--- src/hw/rtl/sha1_pkg.sv ---
// ----------------------------------------------------------------------------
// SHA-1 engine package
// Shared constants, command and status types and a helper function for the
// SHA-1 controller and datapath.
// ----------------------------------------------------------------------------
package sha1_pkg;

  // Input command codes.
  localparam logic CMD_ABSORB = 1'b0;
  localparam logic CMD_FINISH = 1'b1;

  // Digest geometry.
  localparam int DIGEST_WORDS = 5;
  localparam int IDX_W        = 3;
  localparam int POS_W        = 6;
  localparam int ROUND_W      = 7;
  localparam int BLOCK_BITS   = 512;

  // Initial chaining value.
  localparam logic [31:0] IV0 = 32'h67452301;
  localparam logic [31:0] IV1 = 32'hEFCDAB89;
  localparam logic [31:0] IV2 = 32'h98BADCFE;
  localparam logic [31:0] IV3 = 32'h10325476;
  localparam logic [31:0] IV4 = 32'hC3D2E1F0;

  // Round constants.
  localparam logic [31:0] K0 = 32'h5A827999;
  localparam logic [31:0] K1 = 32'h6ED9EBA1;
  localparam logic [31:0] K2 = 32'h8F1BBCDC;
  localparam logic [31:0] K3 = 32'hCA62C1D6;

  // Padding marker byte.
  localparam logic [7:0] PAD_MARK = 8'h80;

  // Byte source for the block shift line.
  localparam logic [1:0] SEL_DATA = 2'd0;
  localparam logic [1:0] SEL_MARK = 2'd1;
  localparam logic [1:0] SEL_ZERO = 2'd2;
  localparam logic [1:0] SEL_LEN  = 2'd3;

  // Round groups of twenty rounds each.
  localparam logic [1:0] GRP_CH     = 2'd0;
  localparam logic [1:0] GRP_PAR1   = 2'd1;
  localparam logic [1:0] GRP_MAJ    = 2'd2;
  localparam logic [1:0] GRP_PAR2   = 2'd3;

  // Commands from the controller to the datapath.
  typedef struct packed {
    logic                    shift_en;
    logic [1:0]              byte_sel;
    logic                    count_inc;
    logic                    load_work;
    logic                    round_en;
    logic [1:0]              round_grp;
    logic                    update;
    logic                    init;
    logic [IDX_W-1:0]        word_sel;
  } cmd_t;

  // Status from the datapath to the controller.
  typedef struct packed {
    logic [POS_W-1:0] pos;
  } status_t;

  // Rotate a 32-bit word left by a constant amount.
  function automatic logic [31:0] rol32(input logic [31:0] x, input int n);
    rol32 = (x << n) | (x >> (32 - n));
  endfunction

endpackage

--- src/hw/rtl/sha1_hash_engine_unit.sv ---
// ----------------------------------------------------------------------------
// SHA-1 hash engine
// Streaming SHA-1: absorbs one message byte per input word and, on a finish
// word, pads the message, runs the last compressions and returns the digest.
// ----------------------------------------------------------------------------
//   Channel  Handshake            Payload
//   input    in_valid / in_ready  command, data_byte
//   output   out_valid/out_ready  digest_word, word_index, last_word
//
// The byte that fills a block also starts the 80 rounds (one per cycle in the
// shared round unit) and then the chaining update.
// A finish pads one byte per cycle through the block shift line, compresses
// once or twice, then offers the five digest words one per accepted cycle.
// Reset loads the initial chaining value and clears the count. The input is
// held off while rounds, the update, padding or digest output are in progress.
module sha1_hash_engine_unit (
  input  logic        clk,
  input  logic        rst,
  input  logic        in_valid,
  output logic        in_ready,
  input  logic        command,
  input  logic [7:0]  data_byte,
  output logic        out_valid,
  input  logic        out_ready,
  output logic [31:0] digest_word,
  output logic [2:0]  word_index,
  output logic        last_word
);
  import sha1_pkg::*;

  cmd_t    cmd;
  status_t status;

  sha1_ctrl u_ctrl (
    .clk        (clk),
    .rst        (rst),
    .in_valid   (in_valid),
    .in_ready   (in_ready),
    .command    (command),
    .out_valid  (out_valid),
    .out_ready  (out_ready),
    .word_index (word_index),
    .last_word  (last_word),
    .status     (status),
    .cmd        (cmd)
  );

  sha1_datapath u_datapath (
    .clk         (clk),
    .rst         (rst),
    .data_byte   (data_byte),
    .cmd         (cmd),
    .status      (status),
    .digest_word (digest_word)
  );

endmodule

--- src/hw/rtl/sha1_ctrl.sv ---
// ----------------------------------------------------------------------------
// SHA-1 controller
// State machine that sequences absorbs, padding, the 80 compression rounds,
// the chaining update and the digest word output.
// ----------------------------------------------------------------------------
module sha1_ctrl (
  input  logic             clk,
  input  logic             rst,
  input  logic             in_valid,
  output logic             in_ready,
  input  logic             command,
  output logic             out_valid,
  input  logic             out_ready,
  output logic [2:0]       word_index,
  output logic             last_word,
  input  sha1_pkg::status_t status,
  output sha1_pkg::cmd_t   cmd
);
  import sha1_pkg::*;

  localparam logic [2:0] ST_IDLE   = 3'd0;
  localparam logic [2:0] ST_PAD    = 3'd1;
  localparam logic [2:0] ST_ROUND  = 3'd2;
  localparam logic [2:0] ST_UPDATE = 3'd3;
  localparam logic [2:0] ST_EMIT   = 3'd4;

  localparam logic [POS_W-1:0]   POS_LAST  = POS_W'(63);
  localparam logic [POS_W-1:0]   POS_LEN   = POS_W'(56);
  localparam logic [ROUND_W-1:0] RND_LAST  = ROUND_W'(79);
  localparam logic [IDX_W-1:0]   IDX_LAST  = IDX_W'(DIGEST_WORDS - 1);

  logic [2:0]         state, state_next;
  logic [ROUND_W-1:0] rnd, rnd_next;
  logic [IDX_W-1:0]   idx, idx_next;
  logic               fin, fin_next;
  logic               len_ok, len_ok_next;
  logic               block_full;
  logic               in_acc;

  assign block_full = (status.pos == POS_LAST);
  assign in_ready   = (state == ST_IDLE);
  assign in_acc     = in_valid && in_ready;
  assign out_valid  = (state == ST_EMIT);
  assign word_index = idx;
  assign last_word  = (idx == IDX_LAST);

  // Next-state and command decode.
  always_comb begin
    state_next  = state;
    rnd_next    = rnd;
    idx_next    = idx;
    fin_next    = fin;
    len_ok_next = len_ok;
    cmd         = '0;
    cmd.word_sel = idx;
    if (rnd < ROUND_W'(20)) begin
      cmd.round_grp = GRP_CH;
    end else if (rnd < ROUND_W'(40)) begin
      cmd.round_grp = GRP_PAR1;
    end else if (rnd < ROUND_W'(60)) begin
      cmd.round_grp = GRP_MAJ;
    end else begin
      cmd.round_grp = GRP_PAR2;
    end
    unique case (state)
      ST_IDLE: begin
        if (in_acc) begin
          cmd.shift_en = 1'b1;
          if (command == CMD_ABSORB) begin
            cmd.byte_sel  = SEL_DATA;
            cmd.count_inc = 1'b1;
            if (block_full) begin
              cmd.load_work = 1'b1;
              state_next    = ST_ROUND;
            end
          end else begin
            // The marker byte goes in now; the length may need one more block.
            cmd.byte_sel = SEL_MARK;
            fin_next     = 1'b1;
            if (block_full) begin
              len_ok_next   = 1'b0;
              cmd.load_work = 1'b1;
              state_next    = ST_ROUND;
            end else begin
              len_ok_next = (status.pos < POS_LEN);
              state_next  = ST_PAD;
            end
          end
        end
      end
      ST_PAD: begin
        cmd.shift_en = 1'b1;
        cmd.byte_sel = (len_ok && status.pos >= POS_LEN) ? SEL_LEN : SEL_ZERO;
        if (block_full) begin
          cmd.load_work = 1'b1;
          state_next    = ST_ROUND;
        end
      end
      ST_ROUND: begin
        cmd.round_en = 1'b1;
        if (rnd == RND_LAST) begin
          rnd_next   = '0;
          state_next = ST_UPDATE;
        end else begin
          rnd_next = rnd + ROUND_W'(1);
        end
      end
      ST_UPDATE: begin
        cmd.update = 1'b1;
        if (!fin) begin
          state_next = ST_IDLE;
        end else if (!len_ok) begin
          len_ok_next = 1'b1;
          state_next  = ST_PAD;
        end else begin
          idx_next   = '0;
          state_next = ST_EMIT;
        end
      end
      ST_EMIT: begin
        if (out_ready) begin
          if (idx == IDX_LAST) begin
            cmd.init   = 1'b1;
            fin_next   = 1'b0;
            idx_next   = '0;
            state_next = ST_IDLE;
          end else begin
            idx_next = idx + IDX_W'(1);
          end
        end
      end
      default: begin
        state_next = ST_IDLE;
      end
    endcase
  end

  // Control registers.
  always_ff @(posedge clk) begin
    if (rst) begin
      state  <= ST_IDLE;
      rnd    <= '0;
      idx    <= '0;
      fin    <= 1'b0;
      len_ok <= 1'b0;
    end else begin
      state  <= state_next;
      rnd    <= rnd_next;
      idx    <= idx_next;
      fin    <= fin_next;
      len_ok <= len_ok_next;
    end
  end

endmodule

--- src/hw/rtl/sha1_datapath.sv ---
// ----------------------------------------------------------------------------
// SHA-1 datapath
// Block shift line that doubles as the message schedule window, the round
// working registers, the chaining value and the byte count.
// ----------------------------------------------------------------------------
module sha1_datapath (
  input  logic              clk,
  input  logic              rst,
  input  logic [7:0]        data_byte,
  input  sha1_pkg::cmd_t    cmd,
  output sha1_pkg::status_t status,
  output logic [31:0]       digest_word
);
  import sha1_pkg::*;

  logic [BLOCK_BITS-1:0] blk;
  logic [31:0]           h [DIGEST_WORDS];
  logic [31:0]           a, b, c, d, e;
  logic [63:0]           count;
  logic [POS_W-1:0]      pos;

  logic [7:0]            byte_in;
  logic [63:0]           bit_len;
  logic [31:0]           w0, w2, w8, w13, w_new;
  logic [31:0]           f, k, t;

  assign status.pos = pos;
  assign bit_len    = {count[60:0], 3'b000};

  // Byte source for the shift line; the length goes out most significant first.
  always_comb begin
    unique case (cmd.byte_sel)
      SEL_DATA: byte_in = data_byte;
      SEL_MARK: byte_in = PAD_MARK;
      SEL_ZERO: byte_in = 8'h00;
      SEL_LEN:  byte_in = bit_len[(7 - int'(pos[2:0])) * 8 +: 8];
      default:  byte_in = 8'h00;
    endcase
  end

  // Schedule taps: word 0 is the oldest word of the sixteen-word window.
  assign w0    = blk[BLOCK_BITS-1      -: 32];
  assign w2    = blk[BLOCK_BITS-1-2*32 -: 32];
  assign w8    = blk[BLOCK_BITS-1-8*32 -: 32];
  assign w13   = blk[BLOCK_BITS-1-13*32 -: 32];
  assign w_new = rol32(w13 ^ w8 ^ w2 ^ w0, 1);

  // Round function and constant for the current group.
  always_comb begin
    unique case (cmd.round_grp)
      GRP_CH: begin
        f = (b & c) | (~b & d);
        k = K0;
      end
      GRP_PAR1: begin
        f = b ^ c ^ d;
        k = K1;
      end
      GRP_MAJ: begin
        f = (b & c) | (b & d) | (c & d);
        k = K2;
      end
      default: begin
        f = b ^ c ^ d;
        k = K3;
      end
    endcase
  end

  assign t = rol32(a, 5) + f + e + k + w0;

  // Digest word selection for the output.
  always_comb begin
    digest_word = h[0];
    for (int i = 0; i < DIGEST_WORDS; i++) begin
      if (cmd.word_sel == IDX_W'(i)) begin
        digest_word = h[i];
      end
    end
  end

  // Block shift line: bytes enter at the low end, rounds shift whole words.
  always_ff @(posedge clk) begin
    if (cmd.shift_en) begin
      blk <= {blk[BLOCK_BITS-9:0], byte_in};
    end else if (cmd.round_en) begin
      blk <= {blk[BLOCK_BITS-33:0], w_new};
    end
  end

  // Working registers for the compression rounds.
  always_ff @(posedge clk) begin
    if (cmd.load_work) begin
      a <= h[0];
      b <= h[1];
      c <= h[2];
      d <= h[3];
      e <= h[4];
    end else if (cmd.round_en) begin
      a <= t;
      b <= a;
      c <= rol32(b, 30);
      d <= c;
      e <= d;
    end
  end

  // Chaining value, byte count and block position.
  always_ff @(posedge clk) begin
    if (rst || cmd.init) begin
      h[0]  <= IV0;
      h[1]  <= IV1;
      h[2]  <= IV2;
      h[3]  <= IV3;
      h[4]  <= IV4;
      count <= '0;
      pos   <= '0;
    end else begin
      if (cmd.update) begin
        h[0] <= h[0] + a;
        h[1] <= h[1] + b;
        h[2] <= h[2] + c;
        h[3] <= h[3] + d;
        h[4] <= h[4] + e;
      end
      if (cmd.count_inc) begin
        count <= count + 64'd1;
      end
      if (cmd.shift_en) begin
        pos <= pos + POS_W'(1);
      end
    end
  end

endmodule

--- config.mk ---
export PLATFORM = sky130hd
export DESIGN_NAME = sha1_hash_engine_unit
export DESIGN_NICKNAME = d
export VERILOG_FILES = /design/src/hw/rtl/sha1_pkg.sv /design/src/hw/rtl/sha1_hash_engine_unit.sv /design/src/hw/rtl/sha1_ctrl.sv /design/src/hw/rtl/sha1_datapath.sv
export SDC_FILE = /design/constraint.sdc
export NUM_CORES = 2
export LEC_CHECK = 0
export BUFFER_PORTS_ARGS = -buffer_cell sky130_fd_sc_hd__buf_2
export CORE_AREA = 2 2 365 258
export DETAILED_ROUTE_END_ITERATION = 7
export DIE_AREA = 0 0 367 260
export GPL_TIMING_DRIVEN = 0
export MAX_ROUTING_LAYER = met4
export PLACE_DENSITY = 0.74
export SETUP_SLACK_MARGIN = 0.02
export SYNTH_ARGS = -nofsm -noshare
export SYNTH_HDL_FRONTEND = slang
export SYNTH_HIERARCHICAL = 1
export SYNTH_SLANG_ARGS = --single-unit
--- constraint.sdc ---
create_clock -name clk -period 8.4 [get_ports clk]
set_clock_uncertainty 0.05 [all_clocks]
set_input_delay 0 -clock clk [delete_from_list [all_inputs] [get_ports clk]]
set_output_delay 0 -clock clk [all_outputs]
set_load 0.02 [all_outputs]
; Word-level counts from Yosys, hierarchy flattened
; Memory sizes are Yosys's and may differ from the RTL's.
; Index checks and enable logic that the tools add are counted.
[word_totals]
ff_bits = 757
ram_bits = 160
inputBits = 13
output_inout_bits = 38
elab_cells = 163
mem_count = 1
[op_classes]
add_sub_neg = 14
order_cmp = 5
n_eq_ne = 22
n_shift = 1
mux = 71
bitwise_logic = 21
reduce_logical = 15
[mem_list]
columns = memory, words, width, read_ports, rd_ports_with_merged_regs, wr, line
row1 = u_datapath.h, 5, 32, 5, 0, 5, sha1_datapath.sv:17  ; logic [31:0] h [DIGEST_WORDS];
[ops]
columns = cell, count
row1 = $mux W512, 2
row2 = $mux W32, 19
row3 = $add A32 B32 Y32, 9
row4 = $xor A32 B32 Y32, 5
row5 = $and A32 B32 Y32, 4
row6 = $or A32 B32 Y32, 3
row7 = $pmux W32 S3, 1
row8 = $add A64 B1 Y64 const B, 1
row9 = $pmux W32 S2, 1
row10 = $shiftx A64 B32 Y8, 1
row11 = $mux W3, 12
row12 = $not A32 Y32, 1
row13 = $or A32 B1 Y32, 1
row14 = $or A32 B30 Y32, 1
row15 = $or A32 B5 Y32, 1
row16 = $pmux W8 S4, 1
row17 = $mux W1, 24
row18 = $pmux W3 S5, 1
row19 = $lt A7 B6 Y1 const B, 2
row20 = $eq A3 B2 Y1 const B, 4
row21 = $pmux W3 S2, 2
row22 = $reduce_and A4 Y1, 3
row23 = $ne A2 B1 Y1 const B, 5
row24 = $reduce_bool A2 Y1, 5
row25 = 24 further kinds, 40

; Depth between registers and ports, before layout
[logic_depth]
ltp_word = 12
ltp_mapped = 27
ltp_nobuf = 26

; Hierarchy
; The synthesis kept the hierarchy.
[modules_own_cells]
columns = module, instances, cells_per_inst, area_each_um2, seq_area_each_um2
row1 = sha1_datapath, 1, 4468, 52076.2, 26325.2
row2 = sha1_ctrl, 1, 122, 945.9, 300.3

; Worst setup path after synthesis
; No wires, ideal clock.
[synth_path]
kind = flip-flop to flip-flop
startpoint = reg u_ctrl.state[0]
endpoint = reg u_datapath.blk[0], enable pin
setup_time_ns = 0.667
arrival_time_ns = 7.921
t_required_ns = 7.683
setup_slack_ns = -0.238
path_stages_with_launch = 8
path_buffers = 4
synth_period_minus_slack_ns = 8.638
cell_sequence = dfxtp_1 clkbuf_1 nor2_1 nor3_1 clkbuf_1 clkbuf_1 clkbuf_1 or2_2
[synth_lines]
columns = item, line
row1 = start: declaration, sha1_ctrl.sv:32  ; logic [2:0] state, state_next;
row2 = start signal: assignment, sha1_ctrl.sv:147  ; state <= state_next;
row3 = end signal: assignment, sha1_datapath.sv:85  ; blk <= {blk[BLOCK_BITS-9:0], byte_in};
row4 = end signal: assignment, sha1_datapath.sv:87  ; blk <= {blk[BLOCK_BITS-33:0], w_new};
row5 = end: declaration, sha1_datapath.sv:16  ; logic [BLOCK_BITS-1:0] blk;

==> metrics <==
run status=finished, final reports clean; RSZ-0062 raised after global routing=false; antenna violation net count after detailed routing=0; final period demand of the worst path=8.12 ns; area of the die=95400 um^2; buffers inserted during post-CTS setup optimization=0; R2R Path Start=u_ctrl/rnd[3]$_SDFFE_PP0N_; Maximum Capacitance Violations=0; worst setup path category=flop to flop; Post-Synth Simple-Gate Area=8.86%; Clk pin slew, worst setup/hold paths=0.07 ns; routability-driven placement congestion ratio=1.04; clock network latency to the later pin of the worst-skew pair=0.71 ns; sw frac=27.6%; met3 track utilization from global routing=14.7%; final design area excluding fillers=58200 um^2; number of antenna violations at the first check in global routing=4; Num CTS Buffers=91; via-per-instance ratio=6.32; WL per Instance=26.6 um; maximum root-to-sink buffer count=3; Area Overhead vs Synth=9.86%; Compound-Gate Fraction of Synth Area=10.6%; detailed-routing iteration count for the pre-antenna-repair pass=6; crit share post-route=96.7%; final-layout worst hold slack=0.0770 ns; async set-reset flop share out of synthesis=0%; headroom to the max-slew limit=1.43%; count of endpoints failing setup in the final report=0; GRT Resource Usage Total=34.5%; met1 usage in global routing=53.1%; critical path peak fanout=10; Post-Synthesis Mean Instance Area=11.6 um^2; sinks on the clock net=914; internal portion of total power=8.83 mW; commonest non-fill, non-tap cell in the layout=sky130_fd_sc_hd__edfxtp_1; flip-flop cell with the highest count after synthesis=sky130_fd_sc_hd__edfxtp_1; GR Util met2=41.3%; CTS tree=yes; Port-buffer cells=50; sort of element at the start of the critical path=flop; path category of the worst min-delay check=primary input to flop; number of global-route vias before repair=35422; total number of placement rows=93; global-route wire length before repair=235000 um; proportion of layout cells with a drive suffix above 1=15.5%; post-synthesis instance area=53000 um^2; number of instances in the synthesized netlist=4590; GRT busiest layer=met1; maximum VDD drop=0.199 mV; Die Y-Extent=260 um; Syn. warnings=6; DP Area=55200 um^2; IO Pins=51; CP arrival=8.49 ns; standard cell core area=91700 um^2; Fin. Hold Viols=0; filler cell count=7239; TNS Setup=0 ns; Final HPWL DP=122000 um; Synth cell types=92; Post-synth EDFFs=832; worst min-delay path startpoint=data_byte[4]; leakage power summed over all cells=21.5 nW; synthesis-stage register bit count=914; top library cells by usage in the layout, fill and taps aside=sky130_fd_sc_hd__edfxtp_1 (832), sky130_fd_sc_hd__mux2_2 (495), sky130_fd_sc_hd__nand2_1 (428); largest net degree at the start of global routing=71; final-stage net count=5097; CTS HTree Levels=3; share of synthesized area occupied by flip-flops and latches=50.2%; total via count after detailed routing=38333; grt ovf=0; combinational fraction of design power=17.1%; DIE WIDTH=367 um; effective utilization at floorplan=57.8%; measured slew at the worst slew-check pin=1.48 ns; Final Max Tran Viols=0; power per unit of standard cell area=209 nW/um^2; DRC viols=0; adder and majority cell fraction of the synthesized area=9.44%; launching instance or port of the critical path=u_ctrl/rnd[3]$_SDFFE_PP0N_; worst path required time=8.76 ns; achievable clock frequency=0.123 GHz; Worst Setup End Kind=flop; portion of total power attributed to sequential cells=49.1%; main combinational cell family by area after synthesis=multiplexers; switching pwr=3.36 mW; Power, Total=12.2 mW; clk root buf=sky130_fd_sc_hd__clkbuf_16; portion of total power attributed to the clock network=33.8%; area share of xor/xnor cells in the synthesized design=5.17%; First DRT Iteration DRCs=5832; overall routed net length=161000 um; nets in the synthesized netlist=4928; fraction of synthesized area in multiplexers=11.9%
==> stage by stage <==
step                      setup slack [ns]  utilization (%)  std cells
after floorplan                       2.25                -       4590
after global placement              -0.517             59.8       5875
after detailed placement             0.145             60.2       5888
after CTS                            0.111             63.5       6065
after global routing                0.0224             63.5       6065
final                                0.276             63.5       6070
==> cell type report <==
type	count	area, um^2	area share (%)
multi-input combinational	3139	24400	41.9
sequential	914	26600	45.7
clock inverter	48	499	0.857
clock buffer	116	2420	4.16
antenna	5	12.5	0.0215
tap	1235	1550	2.65
inverter	352	1320	2.27
timing repair buffer	76	722	1.24
buffer	185	717	1.23
==> repair_timing <==
| action | in CTS | in global routing |
|---|---|---|
| gates resized for setup | 0 | 4 |
| endpoints found under the hold margin | 26 | 0 |
| hold buffers | 13 | 0 |
| endpoints found under the setup margin | 0 | 8 |
==> power groups by stage <==
| stage | Sequential [mW] | Clock [mW] | Combinational, mW |
|---|---|---|---|
| floorplan | 5.87 | 0 | 1.51 |
| global placement | 6.08 | 0 | 1.95 |
| detailed placement | 6.05 | 0 | 2.01 |
| CTS | 5.96 | 4.16 | 2.04 |
| global route | 6.01 | 4.33 | 2.26 |
| finish | 5.98 | 4.12 | 2.09 |
==> metal layers <==
| metal | vias to the layer above | routed length [um] |
|---|---|---|
| li1 | 16905 | - |
| met1 | 18794 | 70800 |
| met2 | 2450 | 59800 |
| met3 | 184 | 27500 |
| met4 | 0 | 3120 |
| met5 | - | 0 |
==> Yosys cell counts (5+ instances only) <==
cell,instances,area (um^2)
sky130_fd_sc_hd__buf_1,5,18.8
sky130_fd_sc_hd__nand2b_1,33,206
sky130_fd_sc_hd__mux2i_1,44,440
sky130_fd_sc_hd__or3_1,19,119
sky130_fd_sc_hd__o21bai_1,18,135
sky130_fd_sc_hd__o31ai_1,10,75.1
sky130_fd_sc_hd__o211ai_1,13,97.6
sky130_fd_sc_hd__and2_1,13,81.3
sky130_fd_sc_hd__a211oi_1,49,368
sky130_fd_sc_hd__o21a_1,30,225
sky130_fd_sc_hd__and3_1,38,238
sky130_fd_sc_hd__a31oi_1,27,169
sky130_fd_sc_hd__edfxtp_1,832,25000
sky130_fd_sc_hd__a211o_1,5,43.8
sky130_fd_sc_hd__clkbuf_1,172,646
sky130_fd_sc_hd__o22ai_1,33,206
sky130_fd_sc_hd__nor3b_1,9,67.6
sky130_fd_sc_hd__nand2_1,428,1610
sky130_fd_sc_hd__inv_1,352,1320
sky130_fd_sc_hd__a21o_1,100,751
sky130_fd_sc_hd__dfxtp_1,82,1640
sky130_fd_sc_hd__nand4bb_1,5,56.3
sky130_fd_sc_hd__xor2_1,119,1040
sky130_fd_sc_hd__a21boi_0,5,37.5
sky130_fd_sc_hd__mux2_2,495,5570
sky130_fd_sc_hd__ha_1,200,2500
sky130_fd_sc_hd__nand3_1,55,275
sky130_fd_sc_hd__nor3_1,49,245
sky130_fd_sc_hd__nor4_1,5,31.3
sky130_fd_sc_hd__xnor2_1,194,1700
sky130_fd_sc_hd__and4_1,7,61.3
sky130_fd_sc_hd__or2_2,10,62.6
sky130_fd_sc_hd__nor2_1,266,998
sky130_fd_sc_hd__o21ai_0,320,1600
sky130_fd_sc_hd__nor2b_1,29,181
sky130_fd_sc_hd__o21ai_1,19,95.1
sky130_fd_sc_hd__mux4_2,12,270
sky130_fd_sc_hd__a21oi_1,226,1130
sky130_fd_sc_hd__nand4_1,31,194
sky130_fd_sc_hd__o2111ai_1,6,52.6
sky130_fd_sc_hd__fa_1,125,2500
==> path summary, 6_finish.rpt <==
| check | to | slack (ns) | cells after the start |
|---|---|---|---|
| setup / recovery | u_datapath/a[29]$_DFFE_PP_ | 0.28 | 25 |
| hold / removal | u_datapath/blk[4]$_DFFE_PP_ | 0.08 | 5 |
| setup reg to reg | u_datapath/a[29]$_DFFE_PP_ | 0.28 | 25 |
| hold reg to reg | u_ctrl/rnd[1]$_SDFFE_PP0N_ | 0.45 | 2 |
==> registers in the layout, summed over array words and instances (netlist names) <==
signal,cells
u_ctrl/fin,1
u_ctrl/len_ok,1
u_ctrl/rnd,7
u_ctrl/state,3
u_ctrl/word_index,3
u_datapath/a,32
u_datapath/b,32
u_datapath/blk,512
u_datapath/c,32
u_datapath/count,61
u_datapath/d,32
u_datapath/e,32
u_datapath/h,160
u_datapath/status,6
==> critical path, cell delays in order (launching register included) <==
cell	delay (ns)
sky130_fd_sc_hd__dfxtp_1	0.37
sky130_fd_sc_hd__nand2_1	0.24
sky130_fd_sc_hd__o21ai_0	0.14
sky130_fd_sc_hd__a221o_1	0.40
sky130_fd_sc_hd__inv_1	0.10
sky130_fd_sc_hd__ha_1	0.53
sky130_fd_sc_hd__nor2_1	0.22
sky130_fd_sc_hd__inv_1	0.32
sky130_fd_sc_hd__clkbuf_1	0.57
sky130_fd_sc_hd__o22ai_1	0.19
sky130_fd_sc_hd__a21oi_1	0.46
sky130_fd_sc_hd__fa_1	0.61
sky130_fd_sc_hd__fa_1	0.53
sky130_fd_sc_hd__fa_1	0.52
sky130_fd_sc_hd__inv_1	0.04
sky130_fd_sc_hd__ha_1	0.37
sky130_fd_sc_hd__a21o_1	0.21
sky130_fd_sc_hd__a21oi_1	0.14
sky130_fd_sc_hd__o221ai_1	0.24
sky130_fd_sc_hd__a221oi_2	0.33
sky130_fd_sc_hd__nor2_1	0.09
sky130_fd_sc_hd__o31ai_1	0.45
sky130_fd_sc_hd__nand3_1	0.13
sky130_fd_sc_hd__a31oi_1	0.22
sky130_fd_sc_hd__xor2_1	0.24
sky130_fd_sc_hd__o21ai_1	0.11
==> cells by family (layout without fill, tap and decap cells) <==
logic type	after synthesis	after routing
simple gates	1024	1024
compound gates	925	925
flops	914	914
mux	552	552
buf+inv	537	777
fa+ha+maj	325	325
xor+xnor	313	313
other cells	0	5
Note: power is estimated with default switching activity, not from simulation.
